<file path="src/hdl/fbl_pkg.sv">
// Shared widths, constants and controller/datapath interface types for the factorial block.
package fbl_pkg;

    localparam int unsigned N_W         = 7;
    localparam int unsigned LIMB_W      = 14;
    localparam int unsigned IDX_W       = 6;
    localparam int unsigned PROD_W      = 21;
    localparam int unsigned RECIP_W     = 13;
    localparam int unsigned RP_W        = PROD_W + RECIP_W;
    localparam int unsigned Q_W         = 8;
    localparam int unsigned QK_W        = 22;
    localparam int unsigned REM_W       = 15;
    localparam int unsigned CARRY_W     = 8;
    localparam int unsigned RECIP_SHIFT = 26;

    localparam logic [LIMB_W-1:0]  LIMB_BASE = 14'd10000;
    localparam logic [LIMB_W-1:0]  LIMB_ONE  = 14'd1;
    localparam logic [N_W-1:0]     MAX_ARG   = 7'd100;
    localparam logic [N_W-1:0]     ARG_ONE   = 7'd1;
    // floor(2^26 / 10000): quotient estimate is exact or one low
    localparam logic [RECIP_W-1:0] RECIP     = 13'd6710;

    typedef struct packed {
        logic addr_clr;
        logic addr_inc;
        logic addr_top;
        logic addr_dec;
        logic load_n;
        logic m_init;
        logic m_inc;
        logic clr_carry;
        logic load_wr;
        logic issue;
        logic out_limb;
        logic out_err;
    } cmd_t;

    typedef struct packed {
        logic n_bad;
        logic addr_last;
        logic addr_zero;
        logic rd_zero;
        logic m_done;
        logic pipe_busy;
        logic out_free;
    } sts_t;

endpackage

</file>
<file path="src/hdl/fbl_dpath.sv">
// Datapath: limb memory, multiply/divide pipeline, carry stage, counters and output register.
module fbl_dpath
    import fbl_pkg::*;
#(
    parameter int unsigned LIMBS = 40
)
(
    input  logic              clk,
    input  logic              rst_n,
    input  cmd_t              cmd,
    output sts_t              sts,
    input  logic [N_W-1:0]    n,
    output logic [LIMB_W-1:0] limb_value,
    output logic [IDX_W-1:0]  limb_index,
    output logic              last,
    output logic              error,
    output logic              out_valid,
    input  logic              out_ready
);

    localparam int unsigned AW = (LIMBS > 1) ? $clog2(LIMBS) : 1;
    localparam logic [AW-1:0] ADDR_TOP = AW'(LIMBS - 1);

    logic [LIMB_W-1:0]  mem [LIMBS];
    logic [LIMB_W-1:0]  rd_data_reg;

    logic [N_W-1:0]     n_reg;
    logic [N_W-1:0]     m_reg, m_next;
    logic [AW-1:0]      addr_reg, addr_next;

    logic [4:0]         vld_reg;
    logic [AW-1:0]      tag_reg [5];

    logic [PROD_W-1:0]  prod_reg, p2_reg, p3_reg;
    logic [RP_W-1:0]    recip_prod;
    logic [Q_W-1:0]     q0_reg, q3_reg;
    logic [QK_W-1:0]    qk_reg;
    logic [QK_W-1:0]    rem_full;
    logic [REM_W-1:0]   rem;
    logic [LIMB_W-1:0]  lo_reg;
    logic [Q_W-1:0]     hi_reg;

    logic [CARRY_W-1:0] carry_reg, carry_next;
    logic [REM_W-1:0]   sum;
    logic [LIMB_W-1:0]  sum_lo;

    logic               wr_en;
    logic [AW-1:0]      wr_addr;
    logic [LIMB_W-1:0]  wr_data;

    logic [LIMB_W-1:0]  limb_value_reg;
    logic [IDX_W-1:0]   limb_index_reg;
    logic               last_reg;
    logic               error_reg;
    logic               out_valid_reg;

    // ---- limb memory ----
    always_comb
    begin
        wr_en   = cmd.load_wr | vld_reg[4];
        wr_addr = cmd.load_wr ? addr_reg : tag_reg[4];
        if (cmd.load_wr)
        begin
            wr_data = (addr_reg == '0) ? LIMB_ONE : '0;
        end
        else
        begin
            wr_data = sum_lo;
        end
    end

    always_ff @(posedge clk)
    begin
        if (wr_en)
        begin
            mem[wr_addr] <= wr_data;
        end
        rd_data_reg <= mem[addr_reg];
    end

    // ---- counters ----
    always_comb
    begin
        addr_next = addr_reg;
        if (cmd.addr_clr)
        begin
            addr_next = '0;
        end
        else if (cmd.addr_top)
        begin
            addr_next = ADDR_TOP;
        end
        else if (cmd.addr_inc)
        begin
            addr_next = addr_reg + AW'(1);
        end
        else if (cmd.addr_dec)
        begin
            addr_next = addr_reg - AW'(1);
        end

        m_next = m_reg;
        if (cmd.m_init)
        begin
            m_next = ARG_ONE;
        end
        else if (cmd.m_inc)
        begin
            m_next = m_reg + ARG_ONE;
        end
    end

    always_ff @(posedge clk or negedge rst_n)
    begin
        if (!rst_n)
        begin
            addr_reg <= '0;
            m_reg    <= '0;
            n_reg    <= '0;
        end
        else
        begin
            addr_reg <= addr_next;
            m_reg    <= m_next;
            if (cmd.load_n)
            begin
                n_reg <= n;
            end
        end
    end

    // ---- pipeline valids and address tags ----
    always_ff @(posedge clk or negedge rst_n)
    begin
        if (!rst_n)
        begin
            vld_reg <= '0;
        end
        else
        begin
            vld_reg <= {vld_reg[3:0], cmd.issue};
        end
    end

    always_ff @(posedge clk)
    begin
        tag_reg[0] <= addr_reg;
        for (int i = 1; i < 5; i++)
        begin
            tag_reg[i] <= tag_reg[i-1];
        end
    end

    // ---- multiply, reciprocal quotient estimate, remainder correction ----
    assign recip_prod = RP_W'(prod_reg) * RP_W'(RECIP);
    assign rem_full   = QK_W'(p3_reg) - qk_reg;
    assign rem        = rem_full[REM_W-1:0];

    always_ff @(posedge clk)
    begin
        prod_reg <= PROD_W'(m_reg) * PROD_W'(rd_data_reg);
        q0_reg   <= recip_prod[RECIP_SHIFT +: Q_W];
        p2_reg   <= prod_reg;
        qk_reg   <= QK_W'(q0_reg) * QK_W'(LIMB_BASE);
        q3_reg   <= q0_reg;
        p3_reg   <= p2_reg;
        if (rem >= REM_W'(LIMB_BASE))
        begin
            lo_reg <= LIMB_W'(rem - REM_W'(LIMB_BASE));
            hi_reg <= q3_reg + Q_W'(1);
        end
        else
        begin
            lo_reg <= rem[LIMB_W-1:0];
            hi_reg <= q3_reg;
        end
    end

    // ---- carry stage: only a narrow add and compare in the loop ----
    always_comb
    begin
        sum = REM_W'(lo_reg) + REM_W'(carry_reg);
        if (sum >= REM_W'(LIMB_BASE))
        begin
            sum_lo     = LIMB_W'(sum - REM_W'(LIMB_BASE));
            carry_next = CARRY_W'(hi_reg + Q_W'(1));
        end
        else
        begin
            sum_lo     = sum[LIMB_W-1:0];
            carry_next = CARRY_W'(hi_reg);
        end
    end

    always_ff @(posedge clk or negedge rst_n)
    begin
        if (!rst_n)
        begin
            carry_reg <= '0;
        end
        else if (cmd.clr_carry)
        begin
            carry_reg <= '0;
        end
        else if (vld_reg[4])
        begin
            carry_reg <= carry_next;
        end
    end

    // ---- output register ----
    always_ff @(posedge clk or negedge rst_n)
    begin
        if (!rst_n)
        begin
            out_valid_reg <= 1'b0;
        end
        else if (cmd.out_limb || cmd.out_err)
        begin
            out_valid_reg <= 1'b1;
        end
        else if (out_ready)
        begin
            out_valid_reg <= 1'b0;
        end
    end

    always_ff @(posedge clk)
    begin
        if (cmd.out_limb)
        begin
            limb_value_reg <= rd_data_reg;
            limb_index_reg <= IDX_W'(addr_reg);
            last_reg       <= (addr_reg == '0);
            error_reg      <= 1'b0;
        end
        else if (cmd.out_err)
        begin
            limb_value_reg <= '0;
            limb_index_reg <= '0;
            last_reg       <= 1'b1;
            error_reg      <= 1'b1;
        end
    end

    assign limb_value = limb_value_reg;
    assign limb_index = limb_index_reg;
    assign last       = last_reg;
    assign error      = error_reg;
    assign out_valid  = out_valid_reg;

    // ---- status ----
    always_comb
    begin
        sts.n_bad     = (n == '0) || (n > MAX_ARG);
        sts.addr_last = (addr_reg == ADDR_TOP);
        sts.addr_zero = (addr_reg == '0);
        sts.rd_zero   = (rd_data_reg == '0);
        sts.m_done    = (m_reg == n_reg);
        sts.pipe_busy = |vld_reg;
        sts.out_free  = !out_valid_reg || out_ready;
    end

`ifndef SYNTHESIS
    a_split_bounds: assert property (@(posedge clk) disable iff (!rst_n)
        vld_reg[4] |-> (lo_reg < LIMB_BASE) && (hi_reg < Q_W'(MAX_ARG)))
        else $error("product split out of range");

    a_last_at_zero: assert property (@(posedge clk) disable iff (!rst_n)
        out_valid_reg && last_reg && !error_reg |-> limb_index_reg == '0)
        else $error("last flag on a limb other than limb 0");
`endif

endmodule

</file>
<file path="src/hdl/fbl_ctrl.sv">
// Controller: sequences load, multiply passes, drain, limb emission and error beats.
module fbl_ctrl
    import fbl_pkg::*;
(
    input  logic clk,
    input  logic rst_n,
    input  logic in_valid,
    output logic in_ready,
    input  sts_t sts,
    output cmd_t cmd
);

    typedef enum logic [6:0] {
        ST_IDLE = 7'b0000001,
        ST_ERR  = 7'b0000010,
        ST_LOAD = 7'b0000100,
        ST_MUL  = 7'b0001000,
        ST_PEND = 7'b0010000,
        ST_ERD  = 7'b0100000,
        ST_ECHK = 7'b1000000
    } state_t;

    state_t state_reg, state_next;
    logic   lead_reg, lead_next;

    always_comb
    begin
        state_next = state_reg;
        lead_next  = lead_reg;
        cmd        = '0;
        in_ready   = 1'b0;
        case (state_reg)
            ST_IDLE:
            begin
                in_ready = 1'b1;
                if (in_valid)
                begin
                    cmd.addr_clr = 1'b1;
                    cmd.load_n   = 1'b1;
                    cmd.m_init   = 1'b1;
                    state_next   = sts.n_bad ? ST_ERR : ST_LOAD;
                end
            end
            ST_ERR:
            begin
                if (sts.out_free)
                begin
                    cmd.out_err = 1'b1;
                    state_next  = ST_IDLE;
                end
            end
            ST_LOAD:
            begin
                cmd.load_wr = 1'b1;
                if (sts.addr_last)
                begin
                    cmd.addr_clr = 1'b1;
                    state_next   = ST_PEND;
                end
                else
                begin
                    cmd.addr_inc = 1'b1;
                end
            end
            ST_MUL:
            begin
                cmd.issue = 1'b1;
                if (sts.addr_last)
                begin
                    state_next = ST_PEND;
                end
                else
                begin
                    cmd.addr_inc = 1'b1;
                end
            end
            ST_PEND:
            begin
                if (!sts.pipe_busy)
                begin
                    if (sts.m_done)
                    begin
                        cmd.addr_top = 1'b1;
                        lead_next    = 1'b1;
                        state_next   = ST_ERD;
                    end
                    else
                    begin
                        cmd.m_inc     = 1'b1;
                        cmd.clr_carry = 1'b1;
                        cmd.addr_clr  = 1'b1;
                        state_next    = ST_MUL;
                    end
                end
            end
            ST_ERD:
            begin
                state_next = ST_ECHK;
            end
            ST_ECHK:
            begin
                if (lead_reg && sts.rd_zero && !sts.addr_zero)
                begin
                    // leading zero limb: skip it
                    cmd.addr_dec = 1'b1;
                    state_next   = ST_ERD;
                end
                else if (sts.out_free)
                begin
                    cmd.out_limb = 1'b1;
                    lead_next    = 1'b0;
                    if (sts.addr_zero)
                    begin
                        state_next = ST_IDLE;
                    end
                    else
                    begin
                        cmd.addr_dec = 1'b1;
                        state_next   = ST_ERD;
                    end
                end
            end
            default:
            begin
                state_next = ST_IDLE;
            end
        endcase
    end

    always_ff @(posedge clk or negedge rst_n)
    begin
        if (!rst_n)
        begin
            state_reg <= ST_IDLE;
            lead_reg  <= 1'b0;
        end
        else
        begin
            state_reg <= state_next;
            lead_reg  <= lead_next;
        end
    end

`ifndef SYNTHESIS
    a_idle_drained: assert property (@(posedge clk) disable iff (!rst_n)
        state_reg == ST_IDLE |-> !sts.pipe_busy)
        else $error("pipeline busy while idle");

    a_mul_exit: assert property (@(posedge clk) disable iff (!rst_n)
        state_reg == ST_MUL |=> (state_reg == ST_MUL) || (state_reg == ST_PEND))
        else $error("multiply pass left without draining");
`endif

endmodule

</file>
<file path="src/hdl/factorial_base10000_limbs.sv">
// Top level of the base-10000 factorial engine: controller plus datapath.
// Steps: load, then (n-1) multiply passes, then the limbs are read out. One limb per cycle
// through the shared multiply/divide pipeline; each pass drains before the next since
// limb 0 depends on it. An out-of-range n gives its single error beat once the output
// register is free.
// Reset (rst_n, asynchronous, active low) clears control state; limb memory is reloaded per item.
module factorial_base10000_limbs
    import fbl_pkg::*;
#(
    parameter int unsigned LIMBS = 40
)
(
    input  logic              clk,
    input  logic              rst_n,
    input  logic              in_valid,
    output logic              in_ready,
    input  logic [N_W-1:0]    n,
    output logic              out_valid,
    input  logic              out_ready,
    output logic [LIMB_W-1:0] limb_value,
    output logic [IDX_W-1:0]  limb_index,
    output logic              last,
    output logic              error
);

    // Command and status between sequencer and datapath
    cmd_t cmd;
    sts_t sts;

    // Sequencer: idle -> load one -> passes m = 2..n -> emit limbs, or idle -> one error beat.
    // A new beat is taken as soon as the final limb sits in the output register.
    fbl_ctrl u_ctrl (
        .clk      (clk),
        .rst_n    (rst_n),
        .in_valid (in_valid),
        .in_ready (in_ready),
        .sts      (sts),
        .cmd      (cmd)
    );

    // Datapath: limb memory (one read, one write a cycle), five-stage
    // multiply and reciprocal-divide pipeline, then the narrow carry stage
    // which writes each new limb back.
    fbl_dpath #(
        .LIMBS (LIMBS)
    ) u_dpath (
        .clk        (clk),
        .rst_n      (rst_n),
        .cmd        (cmd),
        .sts        (sts),
        .n          (n),
        .limb_value (limb_value),
        .limb_index (limb_index),
        .last       (last),
        .error      (error),
        .out_valid  (out_valid),
        .out_ready  (out_ready)
    );

endmodule

</file>
<file path="config.mk">
export PLATFORM = sky130hd
export DESIGN_NAME = factorial_base10000_limbs
export DESIGN_NICKNAME = d
export VERILOG_FILES = /design/src/hdl/fbl_pkg.sv /design/src/hdl/fbl_dpath.sv /design/src/hdl/fbl_ctrl.sv /design/src/hdl/factorial_base10000_limbs.sv
export SDC_FILE = /design/constraint.sdc
export NUM_CORES = 1
export LEC_CHECK = 0
export CORE_ASPECT_RATIO = 0.5
export CORE_MARGIN = 10
export CORE_UTILIZATION = 48
export CTS_BUF_LIST = sky130_fd_sc_hd__clkbuf_8 sky130_fd_sc_hd__clkbuf_16
export DETAILED_ROUTE_END_ITERATION = 6
export DONT_BUFFER_PORTS = 1
export PLACE_DENSITY_LB_ADDON = 0.3
export SYNTH_ARGS = -nofsm -noshare
export SYNTH_HDL_FRONTEND = slang
export SYNTH_SLANG_ARGS = --single-unit
</file>
<file path="constraint.sdc">
create_clock -name clk -period 5.4 [get_ports clk]
set_input_delay 1.08 -clock clk [delete_from_list [all_inputs] [get_ports clk]]
set_output_delay 1.08 -clock clk [all_outputs]
set_load 0.05 [all_outputs]
</file>
==> results.yml, run 1 <==
clock_tree:
  root_buffer: "sky130_fd_sc_hd__clkbuf_16"
  tritoncts: "built"
  cts_num_sinks: 764
  clk-insertion-delay-late_ps: 630
  cts-buffers-inserted: 70
  htreeDepth: 3
  worst_setup_hold_path_clk_slew_ps: 70
  post_cts.repair.setup_buffers: 0
  clk_path_buf_depth: 3
  post_cts_hold_buffers: 0
logic_synthesis:
  netlist_area_um2: 37000
  synth-seq-cells: 764
  yosys.cell_types.count: 83
  ys_async_sr_fraction: 0.0550
  post_synth_xor_area_fraction: 0.0225
  synth_fp_nets: 2916
  yosys.area_share.adder: 0.145
  top_area_cells_in_the_synthesized_netlist: "sky130_fd_sc_hd__edfxtp_1, sky130_fd_sc_hd__fa_1, sky130_fd_sc_hd__dfxtp_1"
  syn_avg_cell_area_um2: 14.4
  synthSimpleGateAreaFrac: 0.0704
  synth_top_area_share: 0.472
  synth.area.mux_share: 0.0961
  most_common_flop_cell_mapped_by_yosys: "sky130_fd_sc_hd__edfxtp_1"
  fraction_of_the_mapped_netlist_area_in_compound_gates: 0.0549
  register_area_share_after_synthesis: 0.577
  ys.warnings.count: 0
  synth_enable_flop_cells: 581
  yosys.area.top_type: "sky130_fd_sc_hd__edfxtp_1"
  synth_top_family_by_area: "adder cells"
  syn_inst: 2568
global_routing:
  grt_pass1_vias: 21594
  grt_max_degree: 47
  grtUsageTotal: 0.187
  grt_pass1_wl_mm: 129
  gr-total-overflow: 0
  antenna_found_initial: 2
setup_path:
  setup.reg_to_reg.worst_slack_ps: 330
  slowest_cell_on_the_critical_path: "sky130_fd_sc_hd__fa_1"
  timing.critical_path.from_type: "flop"
  timing.setup.critical_path_class: "flop to flop"
  endpoint_class_of_the_critical_path: "flop"
  critical_path_arrival_ps: 5570
  crit_path_cell_chain: "ha_1, fa_1, fa_1, inv_1, fa_1, inv_1, fa_1, ha_1, a21o_1, a21o_1, a211oi_1, o21ai_0, a21o_1, a21o_1, a221o_1, o41ai_1, xnor2_1"
  worstPathMaxFanout: 4
  critical_path_required_ps: 5890
  slowest_delay_ps: 520
sta:
  final.setup_skew_ps: 22.0
  final.period_utilization: 0.939
  drv_slew: 0
  setup_viol: 0
  timing.setup.tns_ps: 0
  timing_worst_slew_pin_value_ps: 1340
  max-slew-margin-rel: 0.107
  max_freq_mhz: 197
  finalHoldViolations: 0
  grt_setup_unrepaired: "false"
  min_period_ps: 5070
final_layout:
  design_area_um2: 41000
  nNetsFinal: 2979
  drive_above_1_share: 0.131
  most_frequent_standard_cell_in_the_layout_excluding_fill_and_tap_cells: "sky130_fd_sc_hd__edfxtp_1"
  count_of_antenna_diodes_in_the_layout: 0
  final_cell_mix: "sky130_fd_sc_hd__edfxtp_1, sky130_fd_sc_hd__inv_1, sky130_fd_sc_hd__ha_1, sky130_fd_sc_hd__fa_1, sky130_fd_sc_hd__nand2_1"
  number_of_filler_instances_in_the_final_layout: 6093
  largest_register_ff_count: 560
  area_growth_pct: 10.9
floorplan:
  num_io_pins: 35
  core_region_area_um2: 75800
  initial_standard_cell_utilization_of_the_core: 0.488
  floorplan.rows: 71
  die_h_um: 216
  fp.dieArea_um2: 89200
  die_w_um: 413
routing:
  detailroute.via_count: 20894
  route.detailed.wl_per_inst_um: 22.3
  drt_iter0_drc: 1791
  wirelength_mm: 82.5
  detail_route.first_pass.iterations: 5
  drc: 0
  antenna_violating_nets_remaining: 0
  detail_route.vias_per_cell: 5.64
run_status:
  status: "completed"
place:
  detailed_place_hpwl_mm: 55.2
  postPlaceCellArea_um2: 38600
  numPortBuffers: 0
  gpl_wtd_cong: 0.866
hold_path:
  timing.hold.worst.class: "input pin to async pin"
run:
  max_cap_violations: 0
-- per-stage QoR --
stage | hold slack, ps | cells | util | setup slack [ps]
after floorplan | 310 | 2568 | - | 88.5
after global placement | 310 | 3581 | 0.510 | 444
after detailed placement | 312 | 3581 | 0.510 | 339
after CTS | 110 | 3707 | 0.541 | 320
after global routing | 111 | 3707 | 0.541 | 45.1
final | 156 | 3707 | 0.541 | 327
-- worst paths after layout --
check | start | cells past startpoint | to
worst max register to register | u_dpath.prod_reg[8] | 17 | u_dpath.q0_reg[7]
worst min-delay path | rst_n | 0 | u_dpath.carry_reg[7]
worst min register to register | u_dpath.p2_reg[1] | 0 | u_dpath.p3_reg[1]
max in group asynchronous | rst_n | 0 | u_ctrl.state_reg[0]
worst max-delay path | u_dpath.prod_reg[8] | 17 | u_dpath.q0_reg[7]
min in group clk | u_dpath.p2_reg[1] | 0 | u_dpath.p3_reg[1]
-- critical path: cells and delay by family, from the launching register on --
kind	cells	cell delay (ps)
XOR/XNOR	1	120
adder cells (fa/ha/maj)	6	2610
AO/OA/AOI/OAI	8	1740
buffers and inverters	2	100
flip-flops	1	360
-- cell families (layout without fill, tap and decap cells) --
| family | after synthesis | count (layout) |
|---|---|---|
| xor gates and xnor gates | 95 | 95 |
| AOI/OAI and AO/OA | 304 | 304 |
| adders and majority gates | 337 | 337 |
| and+or+nand+nor | 515 | 515 |
| buffers and inverters | 334 | 451 |
| muxes | 219 | 219 |
| DFF | 764 | 764 |
-- area by class of cell --
class                           count  area [um2]  area share
Sequential cell                   764       21300       0.520
Multi-Input combinational cell   1470       14500       0.353
Clock buffer                       78        1880      0.0460
Tap cell                         1022        1280      0.0312
Inverter                          241         905      0.0221
Timing Repair Buffer               84         656      0.0160
Clock inverter                     48         484      0.0118
-- repair_timing --
item	4_1_cts	5_1_grt
setup endpoints to repair	0	1
endpoints found under the hold margin	0	0
gates resized for setup	0	1
-- cells in the mapped netlist, drive strengths merged, types with 5 or more instances --
master,instances
or2,6
mux2,9
a21oi,63
a31oi,12
dfrtp,41
nand2b,11
o41ai,5
dfxtp,141
o311ai,9
nor2b,15
ha,186
and2,67
nor4,10
inv,241
mux2i,102
o22ai,34
mux4,108
xnor2,72
nand2,148
clkbuf,57
xor2,23
buf,36
nor3,23
a211oi,12
a2111oi,7
nor2,114
nand4,11
o2111ai,7
o211ai,10
o21ai,74
fa,151
and3,36
o21a,10
nand3,28
edfxtp,581
nor4b,8
a21o,25
or3,16
-- metal layers --
metal,routed length (um),global-route usage,vias to the layer above
met1,36800,0.263,10633
met2,38700,0.298,625
met4,2000,0.0478,2
met5,10,0,-
li1,-,-,9501
met3,4980,0.0336,133
Power of run 1 is not shown: default switching activity piles up to over one toggle a cycle in this logic, so the estimate is an artifact.
==> run 2, diff against run 1 <==
--- a/config.mk
+++ b/config.mk
@@ -11,7 +11,10 @@
 export CTS_BUF_LIST = sky130_fd_sc_hd__clkbuf_8 sky130_fd_sc_hd__clkbuf_16
 export DETAILED_ROUTE_END_ITERATION = 6
 export DONT_BUFFER_PORTS = 1
+export GPL_TIMING_DRIVEN = 1
 export PLACE_DENSITY_LB_ADDON = 0.3
+export RECOVER_POWER = 25
+export REMOVE_ABC_BUFFERS = 1
 export SYNTH_ARGS = -nofsm -noshare
 export SYNTH_HDL_FRONTEND = slang
 export SYNTH_SLANG_ARGS = --single-unit
==> run 2 against run 1 <==
Compared with the run above:
- the run now ends with capacitance limit, slew limit left
- register-to-register slack improved by 20 ps
- core utilization is 0.15 points lower
- first-iteration DRC count is 0.56% higher
- maximum frequency grew 0.37%
- critical path type unchanged
- critical endpoint is now u_dpath.prod_reg[20]
==> results.yml, run 2 (synthesized netlist as in run 1, its figures left out) <==
routing:
  drt_iter0_drc: 1801
  detailroute.via_count: 20885
  route.detailed.wl_per_inst_um: 22.8
  antenna_violating_nets_remaining: 0
  drc: 0
  wirelength_mm: 84.7
  detail_route.first_pass.iterations: 5
  detail_route.vias_per_cell: 5.63
run_status:
  failed_checks: "capacitance limit, slew limit"
  status: "finished, violations left"
setup_path:
  worst-path-buf-inv: 4
  r2r_start: "u_dpath.rd_data_reg[6]"
  worstPathMaxFanout: 9
  worstSetupEndpoint: "u_dpath.prod_reg[20]"
  setup.reg_to_reg.worst_slack_ps: 350
  timing.setup.critical_path_class: "flop to flop"
  rr_endpoint: "u_dpath.prod_reg[20]"
  timing.critical_path.max_delay_family: "adder cells"
  path_depth: 19
  slowest_delay_ps: 540
  timing.critical_path.from_type: "flop"
  slowest_cell_on_the_critical_path: "sky130_fd_sc_hd__fa_1"
  crit_path_cell_chain: "and2_1, fa_1, inv_1, fa_1, inv_1, fa_1, inv_1, fa_1, inv_1, ha_1, a21o_1, a21o_1, a21oi_1, nor2b_1, a31oi_1, nand3_1, a31o_2, a21oi_1, xnor2_1"
  timing.critical_path.from: "u_dpath.rd_data_reg[6]"
  endpoint_class_of_the_critical_path: "flop"
  reg2reg_depth: 19
  critical_path_arrival_ps: 5600
  critical_path_required_ps: 5950
final_layout:
  design_area_um2: 40900
  area_growth_pct: 10.6
  final_cell_mix: "sky130_fd_sc_hd__edfxtp_1, sky130_fd_sc_hd__inv_1, sky130_fd_sc_hd__ha_1, sky130_fd_sc_hd__fa_1, sky130_fd_sc_hd__nand2_1"
  nNetsFinal: 2978
  largest_register_ff_count: 560
  finish.utilization: 0.540
  number_of_filler_instances_in_the_final_layout: 6096
  most_frequent_standard_cell_in_the_layout_excluding_fill_and_tap_cells: "sky130_fd_sc_hd__edfxtp_1"
  drive_above_1_share: 0.121
clock_tree:
  clk-insertion-delay-late_ps: 670
  post_cts_hold_buffers: 0
  cts_num_sinks: 764
  post_cts.repair.setup_buffers: 0
  worst_setup_hold_path_clk_slew_ps: 60
  tritoncts: "built"
  clk_path_buf_depth: 3
  root_buffer: "sky130_fd_sc_hd__clkbuf_16"
  htreeDepth: 3
  postCtsResizedCells: 0
  cts-buffers-inserted: 70
sta:
  max_freq_mhz: 198
  finalHoldViolations: 0
  final.period_utilization: 0.936
  min_period_ps: 5050
  setup_viol: 0
  max-slew-margin-rel: -0.598
  final_critical_path_setup_slack_ps: 346
  grt_setup_unrepaired: "false"
  timing_worst_slew_pin_value_ps: 2400
  drv_slew: 195
  fin_hold_ws_ps: 125
  final.setup_skew_ps: 42.5
global_routing:
  grtUsageTotal: 0.192
  gr-total-overflow: 0
  grt_pass1_wl_mm: 131
  antenna_found_initial: 6
  grt_pass1_vias: 21626
  grt_max_degree: 55
floorplan:
  die_h_um: 216
  floorplan.rows: 71
  core_region_area_um2: 75800
  fp.dieArea_um2: 89200
  num_io_pins: 35
  initial_standard_cell_utilization_of_the_core: 0.488
  die_w_um: 413
place:
  numPortBuffers: 0
  post_placement_worst_setup_slack_ps: 365
  detailed_place_hpwl_mm: 56.5
  postPlaceCellArea_um2: 38600
  gpl_wtd_cong: 0.895
hold_path:
  timing.hold.worst.class: "input pin to async pin"
run:
  max_cap_violations: 5
-- run 2: cell count changes in the layout (fill, tap and decap cells not counted), sizes merged --
| cell | change |
|---|---|
| clkinvlp | +2 |
| inv | -1 |
| buf | -11 |
| clkinv | +6 |
| bufinv | -1 |
| clkbuf | +4 |
| diode | +4 |
-- run 2: layout make-up --
| class | count | area (um2) | area share |
|---|---|---|---|
| well taps | 1022 | 1280 | 0.0313 |
| flip-flops and latches | 764 | 21300 | 0.522 |
| clock inverters | 54 | 512 | 0.0125 |
| clock buffers | 72 | 1790 | 0.0438 |
| diodes | 4 | 10.0 | 0.000245 |
| repair buffers | 83 | 612 | 0.0150 |
| multi-input cells | 1470 | 14400 | 0.353 |
| inverters | 241 | 905 | 0.0221 |
-- run 2: worst register-to-register path, cell delays in order (launching register included) --
cell and delay [ps]:
sky130_fd_sc_hd__dfxtp_1 450, sky130_fd_sc_hd__and2_1 260, sky130_fd_sc_hd__fa_1 540, sky130_fd_sc_hd__inv_1 60, sky130_fd_sc_hd__fa_1 540, sky130_fd_sc_hd__inv_1 60, sky130_fd_sc_hd__fa_1 530, sky130_fd_sc_hd__inv_1 50
sky130_fd_sc_hd__fa_1 530, sky130_fd_sc_hd__inv_1 40, sky130_fd_sc_hd__ha_1 360, sky130_fd_sc_hd__a21o_1 190, sky130_fd_sc_hd__a21o_1 170, sky130_fd_sc_hd__a21oi_1 230, sky130_fd_sc_hd__nor2b_1 70, sky130_fd_sc_hd__a31oi_1 200
sky130_fd_sc_hd__nand3_1 130, sky130_fd_sc_hd__a31o_2 250, sky130_fd_sc_hd__a21oi_1 170, sky130_fd_sc_hd__xnor2_1 150
-- run 2: stage by stage --
step / std cells / TNS (ps)
3_5_place_dp: 3580 / 0
5_1_grt: 3708 / 0
6_report: 3710 / 0
3_3_place_gp: 3580 / 0
4_1_cts: 3706 / 0
2_1_floorplan: 2475 / -1892680
-- run 2: worst min path at each step --
| stage | to | slack, ps | depth (start not counted) |
|---|---|---|---|
| after global routing | u_dpath.carry_reg[0] | 80 | 0 |
| after CTS | u_dpath.carry_reg[0] | 80 | 0 |
| after floorplan | u_dpath.p3_reg[0] | 310 | 0 |
| final | u_dpath.vld_reg[0] | 130 | 0 |
| after global placement | u_dpath.tag_reg[0][25] | 310 | 0 |
| after detailed placement | u_dpath.tag_reg[0][21] | 310 | 0 |
-- run 2: routing by layer --
layer / vias to the layer above / wire length, um / part of all wire / global-route usage
met5: - / 23 / 0.00027 / 0
met1: 10601 / 35700 / 0.42 / 0.253
met4: 4 / 2730 / 0.032 / 0.0632
met3: 151 / 6090 / 0.072 / 0.0492
met2: 632 / 40100 / 0.47 / 0.309
li1: 9497 / - / - / -
Power of run 2 is left out for the same reason.
